### src/sv/cpfb_pkg.sv
`timescale 1ns / 1ps
package cpfb_pkg;

  localparam int CONTIGS_DEFAULT = 1024;
  localparam int CONTIG_W = 10;
  localparam int POS_W = 32;
  localparam int MAPQ_W = 8;
  localparam int CFG_IDX_W = 1;
  localparam int CFG_DATA_W = 32;
  localparam logic [POS_W-1:0] PULLBACK = 32'd100;

  localparam logic [CFG_IDX_W-1:0] REG_MAPQ = 1'd0;
  localparam logic [CFG_IDX_W-1:0] REG_BIN = 1'd1;

  localparam logic [MAPQ_W-1:0] MAPQ_RESET = 8'd1;
  localparam logic [POS_W-1:0] BIN_RESET = 32'd1000;

  localparam int IN_DATA_W = 152;
  localparam int OUT_DATA_W = 80;

  localparam logic FUNC_LOAD = 1'b0;
  localparam logic FUNC_RECORD = 1'b1;

  // A record that survived the checks, on its way into the divider.
  typedef struct packed {
    logic valid;
    logic [CONTIG_W-1:0] contig;
    logic [POS_W-1:0] pos_a;
    logic [POS_W-1:0] pos_b;
  } rec_t;

  // A finished bin pair, before it is split into two transactions.
  typedef struct packed {
    logic valid;
    logic [CONTIG_W-1:0] contig;
    logic [POS_W-1:0] bin_a;
    logic [POS_W-1:0] bin_b;
  } pair_t;

  // One restoring division step: bit 32 is the quotient bit, the rest the new remainder.
  function automatic logic [POS_W:0] div_step(logic [POS_W-1:0] rem, logic nb,
                                               logic [POS_W-1:0] d);
    logic [POS_W:0] t;
    logic [POS_W:0] diff;
    t = {rem, nb};
    diff = t - {1'b0, d};
    if (t >= {1'b0, d}) begin
      div_step = {1'b1, diff[POS_W-1:0]};
    end else begin
      div_step = {1'b0, t[POS_W-1:0]};
    end
  endfunction

endpackage

### src/sv/cpfb_out.sv
`timescale 1ns / 1ps
module cpfb_out (
  input  logic clk,
  input  logic rst,
  input  cpfb_pkg::pair_t pair,
  output logic en,
  input  logic tready,
  output logic tvalid,
  output logic tlast,
  output logic [cpfb_pkg::OUT_DATA_W-1:0] tdata
);

  logic busy;
  logic phase;
  logic [cpfb_pkg::CONTIG_W-1:0] contig;
  logic [cpfb_pkg::POS_W-1:0] bin_a, bin_b;
  logic [cpfb_pkg::POS_W-1:0] row, col;

  // The pipeline moves while the output is empty, or once the mirrored transaction goes out.
  assign en = !busy || (phase && tready);

  always_ff @(posedge clk) begin
    if (rst) begin
      busy <= 1'b0;
      phase <= 1'b0;
    end else if (en) begin
      busy <= pair.valid;
      phase <= 1'b0;
    end else if (tready) begin
      phase <= 1'b1;
    end
    if (en) begin
      contig <= pair.contig;
      bin_a <= pair.bin_a;
      bin_b <= pair.bin_b;
    end
  end

  always_comb begin
    row = phase ? bin_b : bin_a;
    col = phase ? bin_a : bin_b;
    tvalid = busy;
    tlast = phase;
    tdata = {6'd0, col, row, contig};
  end

endmodule
### config.mk
export PLATFORM = sky130hd
export DESIGN_NAME = cpfb_out
export DESIGN_NICKNAME = d
export VERILOG_FILES = /design/src/sv/cpfb_pkg.sv /design/src/sv/cpfb_out.sv
export SDC_FILE = /design/constraint.sdc
export NUM_CORES = 1
export LEC_CHECK = 0
export ABC_AREA = 1
export ABC_CLOCK_PERIOD_IN_PS = 2500
export BUFFER_PORTS_ARGS = -buffer_cell sky130_fd_sc_hd__buf_2
export CORE_MARGIN = 4
export CORE_UTILIZATION = 30
export CTS_CLUSTER_DIAMETER = 150
export DETAILED_ROUTE_END_ITERATION = 10
export MAX_ROUTING_LAYER = met4
export PLACE_DENSITY_LB_ADDON = 0.08
export SETUP_SLACK_MARGIN = 0.2
export SLEW_MARGIN = 20
export SYNTH_ARGS = -nofsm -noshare
export SYNTH_HDL_FRONTEND = slang
export SYNTH_SLANG_ARGS = --single-unit
### constraint.sdc
create_clock -name clk -period 2.5 [get_ports clk]
set_input_delay 0.25 -clock clk [delete_from_list [all_inputs] [get_ports clk]]
set_output_delay 0.25 -clock clk [all_outputs]
set_load 0.005 [all_outputs]
# Word level (Yosys, flattened, before mapping)
# Cells that the tools add are included.
[word_totals]
register_bits = 76
inputBits = 78
word_cells = 11
[classes]
mux = 2
n_reduce_logical = 4
[ops]
columns = ["cell", "n"]
rows = [
  ["32-bit two-way mux", 2],
  ["2-bit OR reduction", 1],
  ["1-bit logical AND", 1],
  ["1-bit zero test", 1],
  ["1-bit logical OR", 1],
]

# Logic depth before layout (Yosys ltp)
# Gate-level depths: netlist of run 1.
[logic_depth]
word_depth = 3
depth_mapped = 4
mapped_depth_nobuf = 3

# Worst setup path after synthesis of run 1
# No wires, ideal clock.
[synth_timing]
path_type = "flip-flop to flip-flop"
start = "reg phase (netlist: tlast)"
end = "reg bin_a[0] in the netlist's numbering (enable)"
arrival_time_ps = 2279
required_time_ps = 2064
setup_slack_ps = -215
path_stages_with_launch = 4
path_buffers = 1
cell_sequence = "dfxtp_1 -> buf_2 -> nand2_1 -> nand2_1"
[synth_between]
elab_chain_len = 2
[synth_lines]
columns = ["element", "line", "source"]
rows = [
  ["start, declared", "cpfb_out.sv:14", "logic phase;"],
  ["start signal, assigned", "cpfb_out.sv:25", "phase <= 1'b0;"],
  ["start signal, assigned", "cpfb_out.sv:28", "phase <= 1'b0;"],
  ["start signal, assigned", "cpfb_out.sv:30", "phase <= 1'b1;"],
  ["1-bit logical AND", "cpfb_out.sv:20", "assign en = !busy || (phase && tready);"],
  ["1-bit logical OR", "cpfb_out.sv:20", ""],
  ["via en", "cpfb_out.sv:6", "output logic en,"],
  ["end signal, assigned", "cpfb_out.sv:34", "bin_a <= pair.bin_a;"],
  ["end, declared", "cpfb_out.sv:16", "logic [cpfb_pkg::POS_W-1:0] bin_a, bin_b;"],
]
# The timed path passes the listed nets, and every way through them passes these cells.
# A chain may end at the register's enable or synchronous reset.

# Worst setup path in the final report of run 1
[layout_timing]
start = "reg phase (netlist: tlast)"
end = "out en"
[layout_between]
elab_chain_len = 2
[layout_lines]
columns = ["element", "line"]
rows = [
  ["1-bit logical AND", "cpfb_out.sv:20"],
  ["1-bit logical OR", "cpfb_out.sv:20"],
  ["end, declared", "cpfb_out.sv:6"],
]
# Every way passes these cells.

==> Implementation_results.wiki, run 1 <==
{| class="wikitable"
! Metric !! Value
|-
| Result of the run || finished clean
|-
| Worst EP required || 2250 ps
|-
| Die height || 110 um
|-
| CTS Hold Buffers Added || 0
|-
| Setup Skew || 8.92 ps
|-
| Setup repair after global routing missed its margin || no
|-
| Average detailed-routed wire length per instance || 12.1 um
|-
| Diode count || 0
|-
| Number of slew-limit violations in the final report || 0
|-
| Multi-input combinational cell area || 629 um^2
|-
| CTS sink count || 76
|-
| Asr flop ratio synth || 0%
|-
| Pin count of the biggest net entering global routing || 131
|-
| Final std cell area, no fill || 4210 um^2
|-
| Reported leakage power || 1.89 nW
|-
| Critical R2R Capture || bin_b[3]$_DFFE_PP_
|-
| Type of the setup path with the least slack || reg -> out
|-
| Fraction of final layout cells with drive strength greater than 1 || 41.1%
|-
| Clock group share of total power || 33.1%
|-
| DRC violations left || 0
|-
| Total track usage || 11.1%
|-
| Number of enable flip-flop cells after synthesis || 74
|-
| Resized Gates After CTS || 0
|-
| Via count normalized by instance count || 4.10
|-
| Fillers || 995
|-
| Post-Synthesis Cells || 265
|-
| Total Die Area || 12100 um^2
|-
| Buffer count from post-CTS setup fixing || 0
|-
| Hold_sp || pair[72]
|-
| Cell chosen for the clock root || sky130_fd_sc_hd__clkbuf_8
|-
| Avg Synthesized Cell Area || 11.8 um^2
|-
| Portion of total power attributed to sequential cells || 53.0%
|-
| Boundary Pins || 161
|-
| WP data arrival || 1560 ps
|-
| Cell accounting for the most synthesized area || sky130_fd_sc_hd__edfxtp_1
|-
| Overflow left after global routing || 0
|-
| Top flip-flop cell by instance count after synthesis || sky130_fd_sc_hd__edfxtp_1
|-
| Worst setup endpoint || en
|-
| Sequential cell area || 2270 um^2
|-
| Crit path time final || 1810 ps
|-
| Launch point of the worst reg-to-reg path || tlast$_SDFFE_PP0P_
|-
| Synthesized flop and latch total || 76
|-
| Synth cell types || 14
|-
| Standard cell area after detailed placement || 4010 um^2
|-
| Count of nets after finishing || 496
|-
| Width of the chip || 110 um
|-
| Clock tree from TritonCTS || yes
|-
| Port buffer count || 154
|-
| Yosys top cell area share || 71.0%
|-
| Half-perimeter wire length after placement || 4.87 mm
|-
| Highest clock rate || 553 MHz
|-
| Element type at the critical path end || output port
|-
| Worst setup SP type || register
|-
| Via count of the first global-routing pass || 2075
|-
| Largest buffer count on any clock path || 2
|-
| Share of the yosys chip area belonging to registers || 72.3%
|-
| Setup-failing EPs final || 0
|-
| Synth-to-Final Area Change || 34.7%
|-
| Hold/Removal Path Class || in -> reg
|-
| Switching Power || 0.687 mW
|-
| Final Hold Fails || 0
|-
| Antenna-violating nets left || 0
|-
| Combined area of all synthesized cells || 3130 um^2
|-
| CTS clock-pin slew for the worst setup and hold paths || 80 ps
|-
| Count of cells along the worst register-to-register path || 3
|-
| Maximum resistive drop on vdd || 0.277 mV
|-
| Final clock period utilization by the worst path || 72.3%
|-
| Number of detailed-route iterations in the first pass || 4
|-
| Dominant cells by area after synthesis || sky130_fd_sc_hd__edfxtp_1 (71%), sky130_fd_sc_hd__o21ai_0 (5.1%), sky130_fd_sc_hd__a21oi_1 (4.6%)
|-
| Switching share of total power || 23.2%
|-
| Setup TNS Final || 0 ps
|-
| Most frequent standard cell in the layout excluding fill and tap cells || sky130_fd_sc_hd__buf_2
|-
| Number of placement rows || 37
|-
| Starting density of the core || 30.6%
|-
| Cell internal pwr || 2.27 mW
|-
| Core ar. || 10200 um^2
|-
| Final wirelength || 6.75 mm
|-
| Areal power density over the cells || 701 nW/um^2
|-
| H-tree levels || 3
|-
| First DRT Iteration DRCs || 100
|-
| Vias || 2294
|-
| Antenna violations before repair || 0
|-
| Cts bufs inserted || 9
|-
| CP Max Fanout || 33
|-
| Setup slack of the most critical reg-to-reg path || 1080 ps
|-
| Commonest cells after routing, fill and taps aside || sky130_fd_sc_hd__buf_2 (154), sky130_fd_sc_hd__edfxtp_1 (74), sky130_fd_sc_hd__nand2_1 (35), sky130_fd_sc_hd__nor2_1 (34), sky130_fd_sc_hd__inv_1 (33)
|-
| Fraction of power consumed by combinational cells || 13.9%
|-
| Clock latency at the later pin of the worst-skew pair || 330 ps
|-
| Reported max-cap violation count || 0
|-
| Wire length of the first global-routing pass || 9.73 mm
|-
| Synthesis warning total || 0
|-
| Worst setup path start || tlast$_SDFFE_PP0P_
|-
| Final weighted congestion in routability-driven placement || 0.741
|}
how the worst min path moves through the flow:
| stage | slack, ps | cells after the start | to |
|---|---|---|---|
| global route | 50 | 1 | bin_b[14]$_DFFE_PP_ |
| finish | 80 | 1 | contig[8]$_DFFE_PP_ |
| floorplan | 350 | 0 | bin_a[0]$_DFFE_PP_ |
| global placement | 430 | 1 | bin_b[23]$_DFFE_PP_ |
| detailed placement | 430 | 1 | bin_a[25]$_DFFE_PP_ |
| CTS | 60 | 1 | contig[8]$_DFFE_PP_ |
state kept, by name (all words and copies together) (netlist names):
| signal | cells |
|---|---|
| bin_a | 32 |
| bin_b | 32 |
| contig | 10 |
| tlast | 1 |
| tvalid | 1 |
power groups by stage:
stage          registers, mW  logic, mW  clock network (mW)
2_1_floorplan           1.60      0.198                   0
3_3_place_gp            1.59      0.417                   0
3_5_place_dp            1.59      0.423                   0
4_1_cts                 1.57      0.424                1.02
5_1_grt                 1.58      0.476                1.08
6_report                1.57      0.412               0.978
critical path, cell delays in order, from the launching register on:
cell and delay [ps]:
sky130_fd_sc_hd__dfxtp_4 360, sky130_fd_sc_hd__nand2_1 90, sky130_fd_sc_hd__nand2_4 330, sky130_fd_sc_hd__buf_12 260
sky130_fd_sc_hd__buf_2 150
cells by family (layout without fill, tap and decap cells):
logic type             Yosys count  in the layout  synth area share, %
and+or+nand+nor                 71             71                 8.56
buffers and inverters           53            206                 8.44
other                            1              6                0.120
DFF                             76             76                 72.3
AOI/OAI and AO/OA               64             64                 10.6
per-stage QoR:
stage | power, mW | setup slack, ps | hold WS [ps] | utilization [%] | instances
final | 2.96 | 693 | 83.7 | 41.2 | 559
after global routing | 3.13 | 554 | 49.3 | 41.2 | 559
after CTS | 3.01 | 623 | 58.7 | 41.2 | 559
after detailed placement | 2.02 | 978 | 428 | 39.2 | 543
after global placement | 2.01 | 1000 | 426 | 39.2 | 543
after floorplan | 1.79 | 518 | 349 | - | 270
area by class of cell:
class | instances | share of cell area (%)
Clock buffer | 10 | 3.03
Inverter | 33 | 2.94
Tap cell | 136 | 4.04
Clock inverter | 6 | 1.87
Timing Repair Buffer | 157 | 19.4
Sequential cell | 76 | 53.8
Multi-Input combinational cell | 141 | 14.9
routing by layer:
layer,routed length [um],track usage (%),part of all wire (%)
met2,2890,15.8,43
met3,799,4.02,12
met1,2960,14.2,44
met5,0,-,0
met4,99,5.01,1.5
synth_stat cells (2+ instances only):
cell                       count
sky130_fd_sc_hd__clkbuf_1      2
sky130_fd_sc_hd__edfxtp_1     74
sky130_fd_sc_hd__o21ai_0      32
sky130_fd_sc_hd__buf_2         4
sky130_fd_sc_hd__a21oi_1      29
sky130_fd_sc_hd__buf_6         2
sky130_fd_sc_hd__dfxtp_1       2
sky130_fd_sc_hd__nand2_1      36
sky130_fd_sc_hd__buf_4        12
sky130_fd_sc_hd__nor2_1       34
sky130_fd_sc_hd__inv_1        33
sky130_fd_sc_hd__a21oi_2       3
Note: power is estimated with default switching activity, not from simulation.
==> run 2, diff against run 1 <==
- ABC_CLOCK_PERIOD_IN_PS: 2500 -> 1700
- clock period: 2.5 -> 1.7 ns (I/O delays scaled with it)
==> Implementation_results.wiki, run 2 (synthesis results as in run 1) <==
{| class="wikitable"
! Metric !! Value
|-
| Highest clock rate || 649 MHz
|-
| Element type at the critical path end || output port (unchanged)
|-
| Switching share of total power || 26.0% (was 23.2%)
|-
| Starting density of the core || 30.6% (unchanged)
|-
| Critical Path, Cell by Cell || buf_12, clkbuf_16, nor2_1, a21oi_1, buf_2 (was nand2_1, nand2_4, buf_12, buf_2)
|-
| Setup-failing EPs final || 0 (unchanged)
|-
| Portion of total power attributed to sequential cells || 51.4% (was 53.0%)
|-
| Reported max-cap violation count || 0 (unchanged)
|-
| Total Die Area || 12100 um^2 (unchanged)
|-
| Commonest cells after routing, fill and taps aside || sky130_fd_sc_hd__buf_2 (154), sky130_fd_sc_hd__edfxtp_1 (74), sky130_fd_sc_hd__dlygate4sd3_1 (74), sky130_fd_sc_hd__inv_1 (33), sky130_fd_sc_hd__nand2_1 (24) (was sky130_fd_sc_hd__buf_2 (154), sky130_fd_sc_hd__edfxtp_1 (74), sky130_fd_sc_hd__nand2_1 (35), sky130_fd_sc_hd__nor2_1 (34), sky130_fd_sc_hd__inv_1 (33))
|-
| Switching Power || 1.18 mW (was 0.687 mW)
|-
| Final Hold Fails || 0 (unchanged)
|-
| Result of the run || finished clean (unchanged)
|-
| Reported leakage power || 2.48 nW (was 1.89 nW)
|-
| Hold/Removal Path Class || in -> reg (unchanged)
|-
| Core ar. || 10200 um^2 (unchanged)
|-
| Diode count || 0 (unchanged)
|-
| Biggest registers after layout || bin_a: 32 flops, bin_b: 32 flops, contig: 10 flops (unchanged)
|-
| Antenna-violating nets left || 0 (unchanged)
|-
| DRC violations left || 0 (unchanged)
|-
| Largest incremental delay on the critical path || 400 ps (was 360 ps)
|-
| First DRT Iteration DRCs || 153 (was 100)
|-
| Clock tree from TritonCTS || yes (unchanged)
|-
| Hold_sp || pair[74] (was pair[72])
|-
| Worst EP required || 1530 ps (was 2250 ps)
|-
| Boundary Pins || 161 (unchanged)
|-
| Antenna violations before repair || 0 (unchanged)
|-
| Pin count of the biggest net entering global routing || 66 (was 131)
|-
| Largest buffer count on any clock path || 2 (unchanged)
|-
| Crit path time final || 1540 ps
|-
| WP data arrival || 1370 ps (was 1560 ps)
|-
| Fillers || 905 (was 995)
|-
| Final clock period utilization by the worst path || 90.7%
|-
| Count of nets after finishing || 590 (was 496)
|-
| Worst setup SP type || register (unchanged)
|-
| Setup Skew || 8.29 ps (was 8.92 ps)
|-
| Width of the chip || 110 um (unchanged)
|-
| H-tree levels || 3 (unchanged)
|-
| Overflow left after global routing || 0 (unchanged)
|-
| Vias || 2833 (was 2294)
|-
| Number of detailed-route iterations in the first pass || 5 (was 4)
|-
| Type of the setup path with the least slack || reg -> out (unchanged)
|-
| Worst setup path start || tlast$_SDFFE_PP0P_ (unchanged)
|-
| Launch point of the worst reg-to-reg path || tlast$_SDFFE_PP0P_ (unchanged)
|-
| Cts bufs inserted || 9 (unchanged)
|-
| Wire length of the first global-routing pass || 11.6 mm (was 9.73 mm)
|-
| Synth-to-Final Area Change || 80.2% (was 34.7%)
|-
| Cell chosen for the clock root || sky130_fd_sc_hd__clkbuf_8 (unchanged)
|-
| Total track usage || 13.1% (was 11.1%)
|-
| Clock group share of total power || 26.2% (was 33.1%)
|-
| Highest-delay cell along the critical path || sky130_fd_sc_hd__dfxtp_4 (unchanged)
|-
| Via count normalized by instance count || 4.34 (was 4.10)
|-
| Highest metal used || met4 (unchanged)
|-
| Final wirelength || 10.8 mm (was 6.75 mm)
|-
| CTS sink count || 76 (unchanged)
|-
| Worst Path Buf+Inv || 3 (was 2)
|-
| Average detailed-routed wire length per instance || 16.5 um (was 12.1 um)
|-
| Fraction of power consumed by combinational cells || 22.4% (was 13.9%)
|-
| Setup repair after global routing missed its margin || yes (was no)
|-
| Number of placement rows || 37 (unchanged)
|-
| Maximum resistive drop on vdd || 0.455 mV (was 0.277 mV)
|-
| Setup TNS Final || 0 ps (unchanged)
|-
| Final std cell area, no fill || 5640 um^2 (was 4210 um^2)
|-
| Number of slew-limit violations in the final report || 0 (unchanged)
|-
| Total power after layout || 4.54 mW (was 2.96 mW)
|-
| Die height || 110 um (unchanged)
|-
| Fraction of final layout cells with drive strength greater than 1 || 47.8% (was 41.1%)
|-
| Standard cell area after detailed placement || 4040 um^2 (was 4010 um^2)
|-
| CTS clock-pin slew for the worst setup and hold paths || 70 ps (was 80 ps)
|-
| M1 wire length || 4.76 mm (was 2.96 mm)
|-
| Cell internal pwr || 3.36 mW (was 2.27 mW)
|-
| Met2 WL post-DR || 5.18 mm (was 2.89 mm)
|-
| Routed wl met3 || 750 um (was 799 um)
|-
| Largest delay contributor family on the critical path || buffers and inverters (was simple AND/OR/NAND/NOR gates)
|-
| Via count of the first global-routing pass || 2533 (was 2075)
|-
| Areal power density over the cells || 804 nW/um^2 (was 701 nW/um^2)
|-
| CP Max Fanout || 8 (was 33)
|-
| Clock latency at the later pin of the worst-skew pair || 340 ps (was 330 ps)
|-
| Final weighted congestion in routability-driven placement || 0.732 (was 0.741)
|-
| Half-perimeter wire length after placement || 4.93 mm (was 4.87 mm)
|-
| Most frequent standard cell in the layout excluding fill and tap cells || sky130_fd_sc_hd__buf_2 (unchanged)
|-
| Port buffer count || 154 (unchanged)
|}
==> run 2: cell count changes in the layout (fill, tap and decap cells not counted), moves of 9 or more <==
| cell | change |
|---|---|
| sky130_fd_sc_hd__dlygate4sd3_1 | +74 |
| sky130_fd_sc_hd__o21ai_0 | -27 |
| sky130_fd_sc_hd__a21oi_1 | -19 |
| sky130_fd_sc_hd__o21ai_1 | +17 |
| sky130_fd_sc_hd__a21oi_2 | +16 |
| sky130_fd_sc_hd__nor2_1 | -15 |
| sky130_fd_sc_hd__nand2_1 | -11 |
| sky130_fd_sc_hd__clkbuf_16 | +9 |
==> run 2: power groups by stage <==
stage / logic (mW) / clock network (mW) / registers [mW]
floorplan: 0.295 / 0 / 2.34
global placement: 0.625 / 0 / 2.34
detailed placement: 0.633 / 0 / 2.35
CTS: 0.783 / 1.24 / 2.31
global route: 1.11 / 1.31 / 2.35
finish: 1.02 / 1.19 / 2.33
==> run 2: area by class of cell <==
type                            count  area [um^2]  area share [%]
Clock buffer                       16          160            2.84
Sequential cell                    76         2270            40.2
Tap cell                          136          170            3.02
Multi-Input combinational cell    142          936            16.6
Timing Repair Buffer              250         1980            35.2
Inverter                           33          124            2.20
==> run 2: timing repair <==
item | 4_1_cts | 5_1_grt
pin swaps | 0 | 12
endpoints found under the hold margin | 73 | 1
setup endpoints to repair | 64 | 66
setup buffers | 0 | 3
gates cloned | 1 | 15
gates resized for setup | 2 | 111
hold buffers | 73 | 1
==> run 2: worst paths after layout <==
kind,end,slack (ps),depth (start not counted)
setup reg to reg,bin_a[5]$_DFFE_PP_,450,3
hold / removal,tvalid$_SDFFE_PP0P_,50,3
hold reg to reg,tlast$_SDFFE_PP0P_,630,2
setup / recovery,tdata[46],160,5
==> run 2: metrics by stage <==
step	utilization (%)	instances	hold WS, ps	setup WS (ps)
finish	55.1	653	49.8	159
global route	55.1	653	52.8	95.0
CTS	48.6	634	0.192	92.3
detailed placement	39.5	544	348	351
global placement	39.5	544	346	378
floorplan	-	270	269	261
==> run 2: tightest hold or removal path, cell delays in order <==
cell,delay [ps]
sky130_fd_sc_hd__buf_2,80
sky130_fd_sc_hd__nand2_1,40
sky130_fd_sc_hd__nand2_1,60
==> run 2: routing by layer <==
metal	vias up	global-route usage [%]
met5	-	-
met2	128	20.5
li1	1388	-
met3	6	4.78
met4	0	4.84
met1	1311	15.5
==> run 3, diff against run 2 <==
- MAX_ROUTING_LAYER: met4 -> not set
==> Implementation_results.wiki, run 3 (synthesis results as in run 1) <==
{| class="wikitable"
! Metric !! Value
|-
| Number of slew-limit violations in the final report || 0 (unchanged)
|-
| Multi-input combinational cell area || 795 um^2 (was 936 um^2)
|-
| Core ar. || 10200 um^2 (unchanged)
|-
| Sequential cell area || 2270 um^2 (unchanged)
|-
| Clock latency at the later pin of the worst-skew pair || 340 ps (about the same)
|-
| Largest buffer count on any clock path || 2 (unchanged)
|-
| GRT met1 Usage || 15.3% (was 15.5%)
|-
| Worst setup SP type || register (unchanged)
|-
| Post-route core utilization || 53.2% (was 55.1%)
|-
| Setup-failing EPs final || 0 (unchanged)
|-
| Total track usage || 12.7% (was 13.1%)
|-
| Number of placement rows || 37 (unchanged)
|-
| Highest clock rate || 658 MHz (was 649 MHz)
|-
| Portion of total power attributed to sequential cells || 52.2% (was 51.4%)
|-
| Clock tree from TritonCTS || yes (unchanged)
|-
| Areal power density over the cells || 817 nW/um^2 (was 804 nW/um^2)
|-
| Count of nets after finishing || 588 (was 590)
|-
| Cell internal pwr || 3.33 mW (was 3.36 mW)
|-
| Final weighted congestion in routability-driven placement || 0.723 (was 0.732)
|-
| Final clock period utilization by the worst path || 89.3% (was 90.7%)
|-
| Final wirelength || 10.4 mm (was 10.8 mm)
|-
| Setup repair after global routing missed its margin || yes (unchanged)
|-
| Global routing's busiest layer || met2 (unchanged)
|-
| Crit path time final || 1520 ps (was 1540 ps)
|-
| Via count normalized by instance count || 4.31 (was 4.34)
|-
| Worst setup path start || tlast$_SDFFE_PP0P_ (unchanged)
|-
| Commonest cells after routing, fill and taps aside || sky130_fd_sc_hd__buf_2 (154), sky130_fd_sc_hd__edfxtp_1 (74), sky130_fd_sc_hd__dlygate4sd3_1 (74), sky130_fd_sc_hd__inv_1 (33), sky130_fd_sc_hd__nand2_1 (30) (was sky130_fd_sc_hd__buf_2 (154), sky130_fd_sc_hd__edfxtp_1 (74), sky130_fd_sc_hd__dlygate4sd3_1 (74), sky130_fd_sc_hd__inv_1 (33), sky130_fd_sc_hd__nand2_1 (24))
|-
| H-tree levels || 3 (unchanged)
|-
| Pin count of the biggest net entering global routing || 66 (unchanged)
|-
| Fraction of final layout cells with drive strength greater than 1 || 44.5% (was 47.8%)
|-
| CP Max Fanout || 8 (unchanged)
|-
| Element type at the critical path end || output port (unchanged)
|-
| Antenna violations before repair || 0 (unchanged)
|-
| Final Non-Filler Cells || 651 (was 653)
|-
| Antenna-violating nets left || 0 (unchanged)
|-
| Total Die Area || 12100 um^2 (unchanged)
|-
| Worst EP required || 1530 ps (about the same)
|-
| Number of detailed-route iterations in the first pass || 4 (was 5)
|-
| Switching Power || 1.12 mW (was 1.18 mW)
|-
| Biggest registers after layout || bin_a: 32 flops, bin_b: 32 flops, contig: 10 flops (unchanged)
|-
| Port buffer count || 154 (unchanged)
|-
| Final Hold Fails || 0 (unchanged)
|-
| Average detailed-routed wire length per instance || 15.9 um (was 16.5 um)
|-
| Reported leakage power || 2.37 nW (was 2.48 nW)
|-
| Diode count || 0 (unchanged)
|-
| WP data arrival || 1350 ps (was 1370 ps)
|-
| Width of the chip || 110 um (unchanged)
|-
| Result of the run || finished clean (unchanged)
|-
| Placed Cells || 544 (unchanged)
|-
| Synth-to-Final Area Change || 73.9% (was 80.2%)
|-
| Fraction of power consumed by combinational cells || 21.4% (was 22.4%)
|-
| Die height || 110 um (unchanged)
|-
| Hold_sp || pair[74] (unchanged)
|-
| Boundary Pins || 161 (unchanged)
|-
| Most frequent standard cell in the layout excluding fill and tap cells || sky130_fd_sc_hd__buf_2 (unchanged)
|-
| Highest-delay cell along the critical path || sky130_fd_sc_hd__dfxtp_4 (unchanged)
|-
| Fillers || 920 (was 905)
|-
| Type of the setup path with the least slack || reg -> out (unchanged)
|-
| Largest incremental delay on the critical path || 400 ps (about the same)
|-
| Hold/Removal Path Class || in -> reg (unchanged)
|-
| Largest delay contributor family on the critical path || buffers and inverters (unchanged)
|-
| DRC violations left || 0 (unchanged)
|-
| Launch point of the worst reg-to-reg path || tlast$_SDFFE_PP0P_ (unchanged)
|-
| Vias || 2806 (was 2833)
|-
| CTS clock-pin slew for the worst setup and hold paths || 70 ps (about the same)
|-
| Overflow left after global routing || 0 (unchanged)
|-
| Half-perimeter wire length after placement || 4.93 mm (unchanged)
|-
| CTS sink count || 76 (unchanged)
|-
| Setup TNS Final || 0 ps (unchanged)
|-
| Cell chosen for the clock root || sky130_fd_sc_hd__clkbuf_8 (unchanged)
|-
| Met2 Use GR || 20.3% (was 20.5%)
|-
| Switching share of total power || 25.2% (was 26.0%)
|-
| Setup Skew || 7.13 ps (was 8.29 ps)
|-
| Starting density of the core || 30.6% (unchanged)
|-
| Cts bufs inserted || 9 (unchanged)
|-
| Reported max-cap violation count || 0 (unchanged)
|-
| Total power after layout || 4.45 mW (was 4.54 mW)
|-
| Via count of the first global-routing pass || 2529 (was 2533)
|-
| Clock group share of total power || 26.4% (was 26.2%)
|-
| First DRT Iteration DRCs || 130 (was 153)
|-
| Maximum resistive drop on vdd || 0.449 mV (was 0.455 mV)
|-
| Wire length of the first global-routing pass || 11.6 mm (about the same)
|-
| Met3 Use GR || 5.42% (was 4.78%)
|-
| Worst Path Buf+Inv || 3 (unchanged)
|-
| Critical Path, Cell by Cell || buf_12, clkbuf_16, nor2_2, a21oi_1, buf_2 (was buf_12, clkbuf_16, nor2_1, a21oi_1, buf_2)
|}
## run 3: cell type report
cell class,instances,share of cell area (%)
multi-input combinational,142,14.6
inverter,33,2.28
sequential,76,41.6
clock buffer,16,2.94
timing repair buffer,248,35.4
tap,136,3.13
## run 3: worst paths after layout
path | endpoint | slack (ps) | cells after the start
worst max-delay path | tdata[46] | 180 | 5
worst max register to register | bin_b[5]$_DFFE_PP_ | 440 | 3
worst min register to register | tlast$_SDFFE_PP0P_ | 630 | 2
worst min-delay path | tvalid$_SDFFE_PP0P_ | 50 | 3
## run 3: power groups by stage
stage          Sequential (mW)  Combinational (mW)  Clock [mW]
2_1_floorplan             2.34               0.295           0
3_3_place_gp              2.34               0.625           0
3_5_place_dp              2.35               0.633           0
4_1_cts                   2.31               0.783        1.24
5_1_grt                   2.34                1.05        1.32
6_report                  2.32               0.950        1.17
## run 3: worst min-delay path: stages
cell                      delay (ps)
sky130_fd_sc_hd__buf_2            80
sky130_fd_sc_hd__nand2_1          40
sky130_fd_sc_hd__nand2_1          60
## run 3: what timing repair did
| item | CTS | global route |
|---|---|---|
| hold buffers | 73 | 1 |
| gates resized for setup | 2 | 77 |
| setup buffers | 0 | 3 |
| endpoints found under the hold margin | 73 | 1 |
| gates cloned | 1 | 13 |
| pin swaps | 0 | 5 |
| setup endpoints to repair | 64 | 66 |
## run 3: per-layer routing
metal / up-vias / wire length, um
li1: 1378 / -
met1: 1283 / 4470
met2: 133 / 4880
met3: 12 / 826
met4: 0 / 175
met5: - / 0
## run 3: per-stage QoR
step	hold slack (ps)	setup slack, ps	cell area [um^2]
2_1_floorplan	269	261	3160
3_3_place_gp	346	378	4040
3_5_place_dp	348	351	4040
4_1_cts	0.192	92.3	4970
5_1_grt	49.0	104	5440
6_report	50.0	181	5440
